[config.mk]
export PLATFORM = sky130hd
export DESIGN_NAME = char_lcd_command_sequencer
export DESIGN_NICKNAME = d
export VERILOG_FILES = /design/src/hw/rtl/lcdseq_pkg.sv /design/src/hw/rtl/lcdseq_front.sv /design/src/hw/rtl/lcdseq_cmdq.sv /design/src/hw/rtl/lcdseq_back.sv /design/src/hw/rtl/char_lcd_command_sequencer.sv
export SDC_FILE = /design/constraint.sdc
export NUM_CORES = 1
export LEC_CHECK = 0
export BUFFER_PORTS_ARGS = -buffer_cell sky130_fd_sc_hd__buf_4
export CORE_ASPECT_RATIO = 0.7
export CORE_UTILIZATION = 23
export CTS_CLUSTER_SIZE = 12
export DETAILED_ROUTE_END_ITERATION = 8
export GPL_TIMING_DRIVEN = 0
export PLACE_DENSITY = 0.34
export SYNTH_ARGS = -nofsm -noshare
export SYNTH_HDL_FRONTEND = slang
export SYNTH_SLANG_ARGS = --single-unit
[constraint.sdc]
create_clock -name clk -period 14.8 [get_ports clk]
set_input_delay 0.74 -clock clk [delete_from_list [all_inputs] [get_ports clk]]
set_output_delay 0.74 -clock clk [all_outputs]
set_load 0.1 [all_outputs]
[src/hw/rtl/lcdseq_pkg.sv]
// Shared types, bus codes and sizes for the character LCD command sequencer.
package lcdseq_pkg;

	localparam int unsigned QUEUE_DEPTH = 2;
	localparam int unsigned NUM_W       = 32;
	localparam int unsigned DIGITS      = 10;
	localparam int unsigned BCD_W       = 4 * DIGITS;

	localparam logic [2:0] MODE_INIT    = 3'd0;
	localparam logic [2:0] MODE_COMMAND = 3'd1;
	localparam logic [2:0] MODE_DATA    = 3'd2;
	localparam logic [2:0] MODE_CLEAR   = 3'd3;
	localparam logic [2:0] MODE_CURSOR  = 3'd4;
	localparam logic [2:0] MODE_NUMBER  = 3'd5;
	localparam logic [2:0] MODE_GLYPH   = 3'd6;

	localparam logic [1:0] DTYPE_16X1  = 2'd0;
	localparam logic [1:0] DTYPE_RESET = 2'd1;

	localparam logic [7:0] FSET_ONE_LINE  = 8'h30;
	localparam logic [7:0] FSET_TWO_LINE  = 8'h38;
	localparam logic [7:0] CMD_DISPLAY_ON = 8'h0C;
	localparam logic [7:0] CMD_CLEAR      = 8'h01;
	localparam logic [7:0] CMD_SET_DDRAM  = 8'h80;
	localparam logic [7:0] CMD_SET_CGRAM  = 8'h40;
	localparam logic [7:0] ASCII_ZERO     = 8'h30;

	typedef struct packed {
		logic [2:0]  mode;
		logic [7:0]  byte_value;
		logic [1:0]  row;
		logic [5:0]  column;
		logic [31:0] number_value;
		logic [2:0]  glyph_slot;
		logic [63:0] glyph_rows;
	} req_t;

	typedef struct packed {
		logic       register_select;
		logic [7:0] bus_byte;
		logic       last;
	} rsp_t;

	typedef enum logic [1:0] {
		OP_SINGLE,
		OP_INIT,
		OP_NUMBER,
		OP_GLYPH
	} op_t;

	typedef struct packed {
		op_t         op;
		logic        rs;
		logic [7:0]  byte0;
		logic [7:0]  cursor;
		logic [2:0]  slot;
		logic [31:0] number;
		logic [63:0] rows;
	} cmd_t;

	function automatic logic [7:0] row_base(input logic [1:0] row);
		logic [7:0] b;
		case (row)
			2'd0:    b = 8'h00;
			2'd1:    b = 8'h40;
			2'd2:    b = 8'h14;
			default: b = 8'h54;
		endcase
		return b;
	endfunction

endpackage

[src/hw/rtl/lcdseq_front.sv]
// Request decoder: accepts requests and turns them into queued sequencer commands.
module lcdseq_front (
	input  lcdseq_pkg::req_t req,
	input  logic             push,
	output logic             full,
	input  logic [1:0]       display_type,
	input  logic             q_full,
	output logic             q_wr,
	output lcdseq_pkg::cmd_t q_data
);

	logic [7:0] cursor_cmd;

	assign full = q_full;
	assign cursor_cmd = lcdseq_pkg::row_base(req.row) + {2'b00, req.column}
		+ lcdseq_pkg::CMD_SET_DDRAM;
	assign q_wr = push && !q_full && (req.mode <= lcdseq_pkg::MODE_GLYPH);

	always_comb begin
		q_data        = '0;
		q_data.op     = lcdseq_pkg::OP_SINGLE;
		q_data.rs     = 1'b0;
		q_data.byte0  = req.byte_value;
		q_data.cursor = cursor_cmd;
		q_data.slot   = req.glyph_slot;
		q_data.number = req.number_value;
		q_data.rows   = req.glyph_rows;
		unique case (req.mode)
			lcdseq_pkg::MODE_INIT: begin
				q_data.op    = lcdseq_pkg::OP_INIT;
				q_data.byte0 = (display_type == lcdseq_pkg::DTYPE_16X1) ?
					lcdseq_pkg::FSET_ONE_LINE : lcdseq_pkg::FSET_TWO_LINE;
			end
			lcdseq_pkg::MODE_DATA: begin
				q_data.rs = 1'b1;
			end
			lcdseq_pkg::MODE_CLEAR: begin
				q_data.byte0 = lcdseq_pkg::CMD_CLEAR;
			end
			lcdseq_pkg::MODE_CURSOR: begin
				q_data.byte0 = cursor_cmd;
			end
			lcdseq_pkg::MODE_NUMBER: begin
				q_data.op = lcdseq_pkg::OP_NUMBER;
			end
			lcdseq_pkg::MODE_GLYPH: begin
				q_data.op    = lcdseq_pkg::OP_GLYPH;
				q_data.byte0 = lcdseq_pkg::CMD_SET_CGRAM | {2'b00, req.glyph_slot, 3'b000};
			end
			default: begin
				q_data.op = lcdseq_pkg::OP_SINGLE;
			end
		endcase
	end

endmodule

[src/hw/rtl/lcdseq_cmdq.sv]
// Small command queue between the request decoder and the write sequencer.
module lcdseq_cmdq #(
	parameter int unsigned DEPTH = lcdseq_pkg::QUEUE_DEPTH
) (
	input  logic             clk,
	input  logic             arst_n,
	input  logic             wr,
	input  lcdseq_pkg::cmd_t wr_data,
	output logic             full,
	input  logic             rd,
	output lcdseq_pkg::cmd_t rd_data,
	output logic             empty
);

	localparam int unsigned AW = (DEPTH > 1) ? $clog2(DEPTH) : 1;
	localparam int unsigned CW = $clog2(DEPTH + 1);

	lcdseq_pkg::cmd_t mem [DEPTH];
	logic [AW-1:0]    wr_ptr_q;
	logic [AW-1:0]    rd_ptr_q;
	logic [CW-1:0]    count_q;

	assign full    = (count_q == CW'(DEPTH));
	assign empty   = (count_q == '0);
	assign rd_data = mem[rd_ptr_q];

	always_ff @(posedge clk) begin
		if (wr) begin
			mem[wr_ptr_q] <= wr_data;
		end
	end

	always_ff @(posedge clk or negedge arst_n) begin
		if (!arst_n) begin
			wr_ptr_q <= '0;
			rd_ptr_q <= '0;
			count_q  <= '0;
		end else begin
			if (wr) begin
				wr_ptr_q <= (wr_ptr_q == AW'(DEPTH - 1)) ? '0 : wr_ptr_q + 1'b1;
			end
			if (rd) begin
				rd_ptr_q <= (rd_ptr_q == AW'(DEPTH - 1)) ? '0 : rd_ptr_q + 1'b1;
			end
			if (wr && !rd) begin
				count_q <= count_q + 1'b1;
			end else if (rd && !wr) begin
				count_q <= count_q - 1'b1;
			end
		end
	end

	assert property (@(posedge clk) disable iff (!arst_n) count_q <= CW'(DEPTH))
		else $error("Command queue holds more entries than its depth.");
	assert property (@(posedge clk) disable iff (!arst_n) !(wr && full) && !(rd && empty))
		else $error("Command queue written while full or read while empty.");

endmodule

[src/hw/rtl/lcdseq_back.sv]
// Write sequencer: expands queued commands into LCD bus beats and converts numbers.
module lcdseq_back (
	input  logic             clk,
	input  logic             arst_n,
	input  lcdseq_pkg::cmd_t q_data,
	input  logic             q_empty,
	output logic             q_rd,
	output lcdseq_pkg::rsp_t rsp,
	output logic             empty,
	input  logic             pop
);

	localparam int unsigned CONV_BITS   = 4;
	localparam int unsigned CONV_CYCLES = lcdseq_pkg::NUM_W / CONV_BITS;
	localparam int unsigned CONV_W      = $clog2(CONV_CYCLES);
	localparam logic [3:0] INIT_LAST_STEP   = 4'd2;
	localparam logic [3:0] GLYPH_ROW_LAST   = 4'd8;
	localparam logic [3:0] GLYPH_CURSOR_STEP = 4'd9;

	typedef enum logic [1:0] {
		ST_IDLE,
		ST_CONV,
		ST_RUN
	} state_t;

	state_t                        st_q;
	lcdseq_pkg::cmd_t              cmd_q;
	logic [3:0]                    step_q;
	logic [CONV_W-1:0]             conv_q;
	logic [lcdseq_pkg::BCD_W-1:0]  bcd_q;
	logic [lcdseq_pkg::NUM_W-1:0]  bin_q;
	lcdseq_pkg::rsp_t              out_q;
	logic                          out_valid_q;

	logic [lcdseq_pkg::BCD_W-1:0]  bcd_nx;
	logic [lcdseq_pkg::NUM_W-1:0]  bin_nx;
	logic [3:0]                    lead_nx;
	lcdseq_pkg::rsp_t              beat;
	logic [2:0]                    row_idx;
	logic                          can_load;

	function automatic logic [lcdseq_pkg::BCD_W-1:0] bcd_adjust(
		input logic [lcdseq_pkg::BCD_W-1:0] v
	);
		logic [lcdseq_pkg::BCD_W-1:0] r;
		r = v;
		for (int i = 0; i < lcdseq_pkg::DIGITS; i++) begin
			if (r[4*i +: 4] >= 4'd5) begin
				r[4*i +: 4] = r[4*i +: 4] + 4'd3;
			end
		end
		return r;
	endfunction

	assign q_rd     = (st_q == ST_IDLE) && !q_empty;
	assign can_load = !out_valid_q || pop;
	assign rsp      = out_q;
	assign empty    = !out_valid_q;
	assign row_idx  = 3'(step_q - 4'd1);

	always_comb begin
		bcd_nx = bcd_q;
		bin_nx = bin_q;
		for (int k = 0; k < CONV_BITS; k++) begin
			bcd_nx = bcd_adjust(bcd_nx);
			{bcd_nx, bin_nx} = {bcd_nx[lcdseq_pkg::BCD_W-2:0], bin_nx, 1'b0};
		end
		lead_nx = '0;
		for (int i = 1; i < lcdseq_pkg::DIGITS; i++) begin
			if (bcd_nx[4*i +: 4] != 4'd0) begin
				lead_nx = 4'(i);
			end
		end
	end

	always_comb begin
		beat = '0;
		unique case (cmd_q.op)
			lcdseq_pkg::OP_SINGLE: begin
				beat.register_select = cmd_q.rs;
				beat.bus_byte        = cmd_q.byte0;
				beat.last            = 1'b1;
			end
			lcdseq_pkg::OP_INIT: begin
				case (step_q)
					4'd0:    beat.bus_byte = cmd_q.byte0;
					4'd1:    beat.bus_byte = lcdseq_pkg::CMD_DISPLAY_ON;
					default: beat.bus_byte = lcdseq_pkg::CMD_CLEAR;
				endcase
				beat.last = (step_q == INIT_LAST_STEP);
			end
			lcdseq_pkg::OP_NUMBER: begin
				beat.register_select = 1'b1;
				beat.bus_byte        = lcdseq_pkg::ASCII_ZERO + {4'b0000, bcd_q[4*step_q +: 4]};
				beat.last            = (step_q == 4'd0);
			end
			lcdseq_pkg::OP_GLYPH: begin
				if (step_q == 4'd0) begin
					beat.bus_byte = cmd_q.byte0;
				end else if (step_q <= GLYPH_ROW_LAST) begin
					beat.register_select = 1'b1;
					beat.bus_byte        = cmd_q.rows[8*row_idx +: 8];
				end else if (step_q == GLYPH_CURSOR_STEP) begin
					beat.bus_byte = cmd_q.cursor;
				end else begin
					beat.register_select = 1'b1;
					beat.bus_byte        = {5'b00000, cmd_q.slot};
					beat.last            = 1'b1;
				end
			end
			default: beat = '0;
		endcase
	end

	always_ff @(posedge clk or negedge arst_n) begin
		if (!arst_n) begin
			st_q        <= ST_IDLE;
			cmd_q       <= '0;
			step_q      <= '0;
			conv_q      <= '0;
			bcd_q       <= '0;
			bin_q       <= '0;
			out_q       <= '0;
			out_valid_q <= 1'b0;
		end else begin
			if (st_q == ST_RUN && can_load) begin
				out_valid_q <= 1'b1;
			end else if (pop && out_valid_q) begin
				out_valid_q <= 1'b0;
			end
			unique case (st_q)
				ST_IDLE: begin
					if (!q_empty) begin
						cmd_q  <= q_data;
						step_q <= '0;
						if (q_data.op == lcdseq_pkg::OP_NUMBER) begin
							bin_q  <= q_data.number;
							bcd_q  <= '0;
							conv_q <= '0;
							st_q   <= ST_CONV;
						end else begin
							st_q <= ST_RUN;
						end
					end
				end
				ST_CONV: begin
					bin_q  <= bin_nx;
					bcd_q  <= bcd_nx;
					conv_q <= conv_q + 1'b1;
					if (conv_q == CONV_W'(CONV_CYCLES - 1)) begin
						step_q <= lead_nx;
						st_q   <= ST_RUN;
					end
				end
				ST_RUN: begin
					if (can_load) begin
						out_q <= beat;
						if (beat.last) begin
							st_q <= ST_IDLE;
						end else if (cmd_q.op == lcdseq_pkg::OP_NUMBER) begin
							step_q <= step_q - 1'b1;
						end else begin
							step_q <= step_q + 1'b1;
						end
					end
				end
				default: st_q <= ST_IDLE;
			endcase
		end
	end

	assert property (@(posedge clk) disable iff (!arst_n)
		(st_q == ST_RUN && can_load && beat.last) |=> (st_q == ST_IDLE && out_valid_q))
		else $error("Final beat of a run did not return the sequencer to idle.");
	assert property (@(posedge clk) disable iff (!arst_n)
		(st_q == ST_RUN) |-> (step_q <= 4'd10))
		else $error("Sequencer step ran past the longest run.");

endmodule

[src/hw/rtl/char_lcd_command_sequencer.sv]
// Top level of the character LCD command sequencer: display type register and wiring.
//
// Channel   Direction  Handshake               Beat
// req       in         push / full             one display request (req_t)
// rsp       out        pop / empty             one LCD bus write (rsp_t)
// cfg       in         cfg_we                  display type, 2 bits
//
// In the sequencer, a number is loaded, converted at 4 bits per cycle and then written as one
// bus write per digit.
// The decoder and the sequencer are parted by a command queue, so requests are taken while
// the sequencer works or waits on a full output register; a stalled pop holds the sequencer.
// Reset empties the queue and the output register and sets the display type to DTYPE_RESET, a two-line type.
module char_lcd_command_sequencer #(
	parameter int unsigned QUEUE_DEPTH = lcdseq_pkg::QUEUE_DEPTH
) (
	input  logic             clk,
	input  logic             arst_n,
	input  lcdseq_pkg::req_t req,
	input  logic             push,
	output logic             full,
	output lcdseq_pkg::rsp_t rsp,
	output logic             empty,
	input  logic             pop,
	input  logic             cfg_we,
	input  logic [1:0]       cfg_data
);

	logic [1:0]       display_type_q;
	logic             q_wr;
	logic             q_rd;
	logic             q_full;
	logic             q_empty;
	lcdseq_pkg::cmd_t q_wr_data;
	lcdseq_pkg::cmd_t q_rd_data;

	always_ff @(posedge clk or negedge arst_n) begin
		if (!arst_n) begin
			display_type_q <= lcdseq_pkg::DTYPE_RESET;
		end else if (cfg_we) begin
			display_type_q <= cfg_data;
		end
	end

	lcdseq_front u_front (
		.req          (req),
		.push         (push),
		.full         (full),
		.display_type (display_type_q),
		.q_full       (q_full),
		.q_wr         (q_wr),
		.q_data       (q_wr_data)
	);

	lcdseq_cmdq #(
		.DEPTH (QUEUE_DEPTH)
	) u_cmdq (
		.clk     (clk),
		.arst_n  (arst_n),
		.wr      (q_wr),
		.wr_data (q_wr_data),
		.full    (q_full),
		.rd      (q_rd),
		.rd_data (q_rd_data),
		.empty   (q_empty)
	);

	lcdseq_back u_back (
		.clk     (clk),
		.arst_n  (arst_n),
		.q_data  (q_rd_data),
		.q_empty (q_empty),
		.q_rd    (q_rd),
		.rsp     (rsp),
		.empty   (empty),
		.pop     (pop)
	);

endmodule
Yosys cells after proc, flatten, opt, wreduce, memory -nomap -nowiden
Memory sizes are Yosys's and may differ from the RTL's.
Cells that the tools add are included.
{ "word_totals": {"output_inout_bits": 12, "regBits": 184, "ram_bits": 236, "mem_count": 1} }
{ "mem_list": {"columns": ["name", "words", "width", "rd", "rd_clocked_by_memory_dff", "write_ports", "line", "source"], "rows": [
  ["u_cmdq.mem", 2, 118, 1, 0, 1, "lcdseq_cmdq.sv:18", "lcdseq_pkg::cmd_t mem [DEPTH];"]
]} }
{ "op_classes": {"shift": 2, "mux": 93, "n_reduce_logical": 38, "eq_ne": 24, "n_bitwise": 1, "add_sub_neg": 50, "n_lt_le_gt_ge": 42} }
{ "ops": {"columns": ["operator", "n"], "rows": [
  ["two-way mux 4 bit", 44],
  [">= comparator 4 x 3 -> 1 bit (second input constant)", 40],
  ["adder 4 x 2 -> 4 bit (second input constant)", 36],
  ["two-way mux 40 bit", 2],
  ["one-hot mux 40 bit (2 select lines)", 1],
  ["two-way mux 32 bit", 2],
  ["one-hot mux 32 bit (2 select lines)", 1],
  ["variable part select 64 x 7 -> 8 bit", 1],
  ["variable part select 40 x 7 -> 4 bit", 1],
  ["one-hot mux 9 bit (4 select lines)", 1],
  ["nonzero test 4 bit", 9],
  ["one-hot mux 8 bit (4 select lines)", 1],
  ["two-way mux 3 bit", 10],
  ["one-hot mux 7 bit (3 select lines)", 1],
  ["two-way mux 2 bit", 9],
  ["two-way mux 8 bit", 2],
  ["one-hot mux 8 bit (2 select lines)", 1],
  ["adder 3 x 2 -> 3 bit (second input constant)", 4],
  ["equality test 2 bit (second input constant)", 6],
  ["equality test 3 bit (second input constant)", 4],
  ["two-way mux 1 bit", 12],
  ["one-hot mux 2 bit (3 select lines)", 2],
  ["one-hot mux 4 bit (3 select lines)", 1],
  ["zero test 2 bit", 5],
  ["other kinds (33)", 54]
]} }

Depth between registers and ports, before layout
{ "logic_depth": {"word_depth": 20, "depth_mapped": 28, "depth_no_buf": 28} }

Hierarchy
A second synthesis with hierarchy kept.
{ "unflattened": {"hier_cells": 2036, "hier_area_um2": 23854.1} }
{ "by_module_without_submodules": {"columns": ["mod", "n_inst", "area_per_inst_um2", "cells_per_inst"], "rows": [
  ["lcdseq_back", 1, 13842.0, 1487],
  ["lcdseq_cmdq", 1, 8744.6, 383],
  ["lcdseq_front", 1, 1193.6, 162],
  ["char_lcd_command_sequencer", 1, 73.8, 4]
]} }

Worst setup path after synthesis
OpenSTA, ideal clock, no wires.
{ "synth_path": {"path_type": "reg-to-reg", "startpoint": "register u_cmdq.count_q[1]", "endpoint": "memory u_cmdq.mem[0][0] (netlist bit) (enable)", "setup_slack_ns": 8.055, "t_required_ns": 14.203, "stages_incl_launch_ff": 4, "t_arrival_ns": 6.148, "path_cell_list": "dfrtp_1 nor2b_1 nand3b_1 nor2_1"} }
{ "synth_via": {"elab_chain_cells": 6} }
{ "synth_lines": {"columns": ["item", "line", "source"], "rows": [
  ["start: declaration", "lcdseq_cmdq.sv:21", "logic [CW-1:0] count_q;"],
  ["start signal: assignment", "lcdseq_cmdq.sv:46", "count_q <= count_q + 1'b1;"],
  ["start signal: assignment", "lcdseq_cmdq.sv:48", "count_q <= count_q - 1'b1;"],
  ["equality test 2 bit", "lcdseq_cmdq.sv:23", "assign full = (count_q == CW'(DEPTH));"],
  ["via full", "char_lcd_command_sequencer.sv:20", "output logic full,"],
  ["zero test 1 bit", "lcdseq_front.sv:17", "assign q_wr = push && !q_full && (req.mode <= lcdseq_pkg::MODE_GLYPH);"],
  ["logical AND 1 bit (2 in a row)", "lcdseq_front.sv:17", null],
  ["two-way mux 1 bit", "lcdseq_cmdq.sv:28", "if (wr) begin"],
  ["two-way mux 1 bit (not written as such)", "lcdseq_cmdq.sv:29", "mem[wr_ptr_q] <= wr_data;"],
  ["end: declaration", "lcdseq_cmdq.sv:18", null]
]} }
The timed path passes the listed nets, and every way through them passes these cells.

Final worst setup path
{ "layout_path": {"startpoint": "register u_back.bcd_q[8] (netlist bit)", "endpoint": "register u_back.step_q[0]"} }
{ "layout_via": {"elab_chain_cells": 19} }
{ "layout_lines": {"columns": ["item", "line", "source"], "rows": [
  ["start: declaration", "lcdseq_back.sv:30", "logic [lcdseq_pkg::BCD_W-1:0] bcd_q;"],
  ["start signal: assignment", "lcdseq_back.sv:148", "bcd_q <= bcd_nx;"],
  ["adder 4 x 2 -> 4 bit / >= comparator 4 x 3 -> 1 bit (equally long branches)", "lcdseq_back.sv:49, lcdseq_back.sv:48", null],
  ["two-way mux 4 bit *", "lcdseq_back.sv:48", "if (r[4*i +: 4] >= 4'd5) begin"],
  ["adder 4 x 2 -> 4 bit / >= comparator 4 x 3 -> 1 bit (equally long branches)", "lcdseq_back.sv:49, lcdseq_back.sv:48", null],
  ["two-way mux 4 bit", "lcdseq_back.sv:48", null],
  ["adder 4 x 2 -> 4 bit / >= comparator 4 x 3 -> 1 bit (equally long branches)", "lcdseq_back.sv:49, lcdseq_back.sv:48", null],
  ["two-way mux 4 bit", "lcdseq_back.sv:48", null],
  [">= comparator 4 x 3 -> 1 bit / adder 4 x 2 -> 4 bit (equally long branches)", "lcdseq_back.sv:48, lcdseq_back.sv:49", null],
  ["two-way mux 4 bit", "lcdseq_back.sv:48", null],
  ["nonzero test 4 bit", "lcdseq_back.sv:70", "if (bcd_nx[4*i +: 4] != 4'd0) begin"],
  ["two-way mux 2 bit (2 in a row)", "lcdseq_back.sv:70", null],
  ["two-way mux 3 bit (2 in a row)", "lcdseq_back.sv:70", null],
  ["two-way mux 3 bit * (2 in a row)", "lcdseq_back.sv:70", null],
  ["two-way mux 4 bit * (2 in a row)", "lcdseq_back.sv:70", null],
  ["two-way mux 4 bit *", "lcdseq_back.sv:150", "if (conv_q == CONV_W'(CONV_CYCLES - 1)) begin"],
  ["one-hot mux 4 bit (3 select lines) *", "lcdseq_back.sv:131", "unique case (st_q)"],
  ["end signal: assignment", "lcdseq_back.sv:151", "step_q <= lead_nx;"],
  ["end signal: assignment", "lcdseq_back.sv:161", "step_q <= step_q - 1'b1;"],
  ["end signal: assignment", "lcdseq_back.sv:163", "step_q <= step_q + 1'b1;"],
  ["end: declaration", "lcdseq_back.sv:28", "logic [3:0] step_q;"]
]} }
Mark *: on every way between the ends. The rest lies on a longest branch, timed or not. The select of a mux whose other input is x is not followed.
A chain may end at the register's enable or synchronous reset.

==> reports/metrics.csv <==
metric;value;unit
status;completed;
#FFs+latches synth;420;
die area;99070;sq um
dominant synthesized flop cell;edfxtp_1;
WHS Endpoint;u_cmdq.mem[0][68]$_DFFE_PP_;
IO Count;137;
PortBufs;135;
Slowest-stage cell, CP;o31ai_1;
CP arrival;7.36;ns
Clock Tree Root;clkbuf_16;
site row count;95;
Ys Warns;0;
# Post-CTS Setup Buffers;0;
Skew-Pair Late Insertion Delay;0.61;ns
DR vias/cell;4.566;
initial core utilization;23.33;%
peak supply drop;0.08762;mV
Fmax;144.7;MHz
sequential element share of the synthesized area;51.98;%
Synth Area in XOR/XNOR;1.635;%
internal reg-to-reg setup slack;7.89;ns
Detail Placement HPWL;52.01;mm
post-synthesis cell count;2084;
Worst-Margin Slew;1.374;ns
area of placed instances;25380;sq um
ys async rst share;43.81;%
largest net degree at the start of global routing;103;
GRT Residual Overflow;0;
Pre-Repair DR Iteration Count;5;
final net count;2485;
clk slew on worst S/H paths;0.06;ns
worst reg2reg path depth;25;
final instance area;26960;sq um
largest family of logic cells by synthesized area;compound AO/OA/AOI/OAI gates;
final number of setup-violating endpoints;0;
FF-to-FF Start;u_back.bcd_q[8]$_DFFE_PN0P_;
hold path startpoint;req[71];
Post-Synth Simple-Gate Area;11.66;%
setup tns final;0;ns
Mapped Area;22490;sq um
commonest non-fill, non-tap cell in the layout;nand2_1;
drt wl/cell;18.96;microns
Post-Route WL;68.77;mm
number of flops mapped to enable cells by yosys;236;
Clock Skew;0.02728;ns
number of diodes;0;
post-synthesis mux area share;10.89;%
Critical Path Fanout Max;8;
Clock power frac;23.9;%
number of global-route vias before repair;16383;
first-pass GRT wire length;104.4;mm
maxcap violations;0;
Worst setup SP type;flop;
Critical Path Most Common Cell;ha_1;
Worst setup EP type;flop;
post-route DRC violation count;0;
total power;0.005075;W
antenna-violating nets left;0;
Int Pwr;0.002994;W
sequential power share;35.1;%
WHS Path Cells;1;
Die Span Y;263.6;microns
Tightest Hold Check Type;in2reg;
Adder-Cell Fraction of Synth Area;4.506;%
share of layout cells above drive strength 1;13.41;%
delay of the slowest critical-path stage;0.54;ns
CTS tree;done;
Final Hold Fails;0;
H-tree depth;2;
core area;96400;sq um
RSZ-0062 raised after global routing;false;
Worst R2R End;u_back.step_q[0]$_DFFE_PN0P_;
Area Overhead vs Synth;19.88;%
CTS max path bufs;3;
Crit Path Class;reg2reg;
global placer's final weighted congestion;0.8075;
fin crit share;46.68;%
power per cell area;188.2;nW/um^2
min cycle time layout;6.909;ns
Clock Sinks;420;
Sw Ratio;41.02;%
drt initial violations;1023;
Die Wd;375.8;microns
Total GRT Usage;13.77;%
Post-Syn Nets;2290;
routed via count;16567;
initial antenna violation count;5;
Final Slew Violations;0;
Data required, critical path;15.25;ns
Gate power share;41.0;%
most frequent cells in the layout;270 x nand2_1, 236 x edfxtp_1, 232 x o21ai_0, 183 x dfrtp_1, 172 x mux2i_1;
Max-slew headroom;8.081;%
cts bufs inserted;48;
switching power;0.002082;W
Mapped Avg Cell Area;10.79;sq um
Netlist cell types;91;
P_leak;10.58;nW
post-synthesis compound-gate area fraction;16.17;%
-- area by class of cell --
class	instances	area (sq um)
Fill cell	10018	69430
Sequential cell	420	11690
Multi-Input combinational cell	1480	10100
Tap cell	1309	1638
Clock buffer	71	1349
Timing Repair Buffer	145	1249
Buffer	107	421.7
Inverter	77	289.0
Clock inverter	19	226.5
-- flip-flops by register name, summed over array words and instances, names as in the netlist --
name                count
display_type_q          2
u_back.bcd_q           40
u_back.bin_q           32
u_back.cmd_q           86
u_back.conv_q           3
u_back.out_valid_q      1
u_back.rsp             10
u_back.st_q             2
u_back.step_q           4
u_cmdq.count_q          2
u_cmdq.mem            236
u_cmdq.rd_ptr_q         1
u_cmdq.wr_ptr_q         1
-- Yosys cell counts (13+ instances only) --
cell	number	share of area (%)
a211o_1	17	0.66
o21a_1	15	0.50
nand3_1	22	0.49
mux2_2	14	0.70
nor2_1	121	2.0
ha_1	81	4.5
edfxtp_1	236	32
o21ai_0	232	5.2
a21oi_1	93	2.1
o31ai_1	17	0.57
nand2b_1	37	1.0
nor3_1	23	0.51
nand2_1	270	4.5
or2_2	13	0.36
xnor2_1	31	1.2
clkbuf_1	85	1.4
a211oi_1	23	0.77
dfrtp_1	183	20
a21o_1	17	0.57
mux2i_1	172	7.7
mux4_2	24	2.4
nor2b_1	25	0.70
a22oi_1	13	0.43
o211ai_1	18	0.60
inv_1	76	1.3
-- cell families after synthesis --
group / after synthesis
mux: 212
compound gates: 573
fa+ha+maj: 81
flops: 420
buf+inv: 184
simple gates: 572
xor+xnor: 42
-- power by group through the flow --
stage / combinational [W] / clock (W) / sequential (W)
floorplan: 0.00129 / 0 / 0.00182
detailed placement: 0.00211 / 0 / 0.00180
global placement: 0.00206 / 0 / 0.00185
finish: 0.00208 / 0.00121 / 0.00178
global route: 0.00231 / 0.00130 / 0.00182
CTS: 0.00212 / 0.00125 / 0.00178
-- worst max-delay path by stage --
stage | from | to | cells after the start | slack (ns)
detailed placement | u_back.bcd_q[8]$_DFFE_PN0P_ | u_back.step_q[0]$_DFFE_PN0P_ | 25 | 7.93
global route | u_back.bcd_q[8]$_DFFE_PN0P_ | u_back.step_q[0]$_DFFE_PN0P_ | 25 | 7.28
finish | u_back.bcd_q[8]$_DFFE_PN0P_ | u_back.step_q[0]$_DFFE_PN0P_ | 25 | 7.89
floorplan | u_cmdq.count_q[1]$_DFFE_PN0P_ | u_cmdq.mem[0][0]$_DFFE_PP_ | 3 | 8.06
CTS | u_back.bcd_q[8]$_DFFE_PN0P_ | u_back.step_q[0]$_DFFE_PN0P_ | 25 | 7.88
global placement | req[115] | u_cmdq.mem[0][89]$_DFFE_PP_ | 5 | 3.52
-- worst max-delay path: cells and delay by family, from the launching register on --
family                   cells  cell delay (ns)
flip-flops                   1             0.48
AO/OA/AOI/OAI               11             3.37
XOR/XNOR                     2             0.60
buffers and inverters        2             0.25
AND/OR/NAND/NOR              6             1.19
adder cells (fa/ha/maj)      4             0.84
-- what timing repair did --
action / 4_1_cts / 5_1_grt
endpoints found under the setup margin: 0 / 0
hold buffers: 1 / 0
resized for setup: 0 / 0
endpoints found under the hold margin: 1 / 0
-- per-layer routing --
| metal | wire [microns] | GRT usage, % | part of all wire, % |
|---|---|---|---|
| met1 | 37490 | 21.85 | 55 |
| met2 | 27420 | 19.02 | 40 |
| met3 | 2958 | 2.685 | 4.3 |
| met4 | 842 | 2.328 | 1.2 |
| met5 | 57 | 0 | 0.083 |
-- metrics by stage --
step	util, %	worst slack (ns)	hold slack, ns	std cells
after global routing	27.97	7.278	0.2683	3628
after CTS	27.97	7.880	0.2571	3628
after detailed placement	26.33	7.927	0.4684	3537
final	27.97	7.891	0.3042	3628
after floorplan	-	8.055	0.4422	2084
after global placement	26.08	3.524	0.4643	3528
Power figures use the tool's default switching activity.
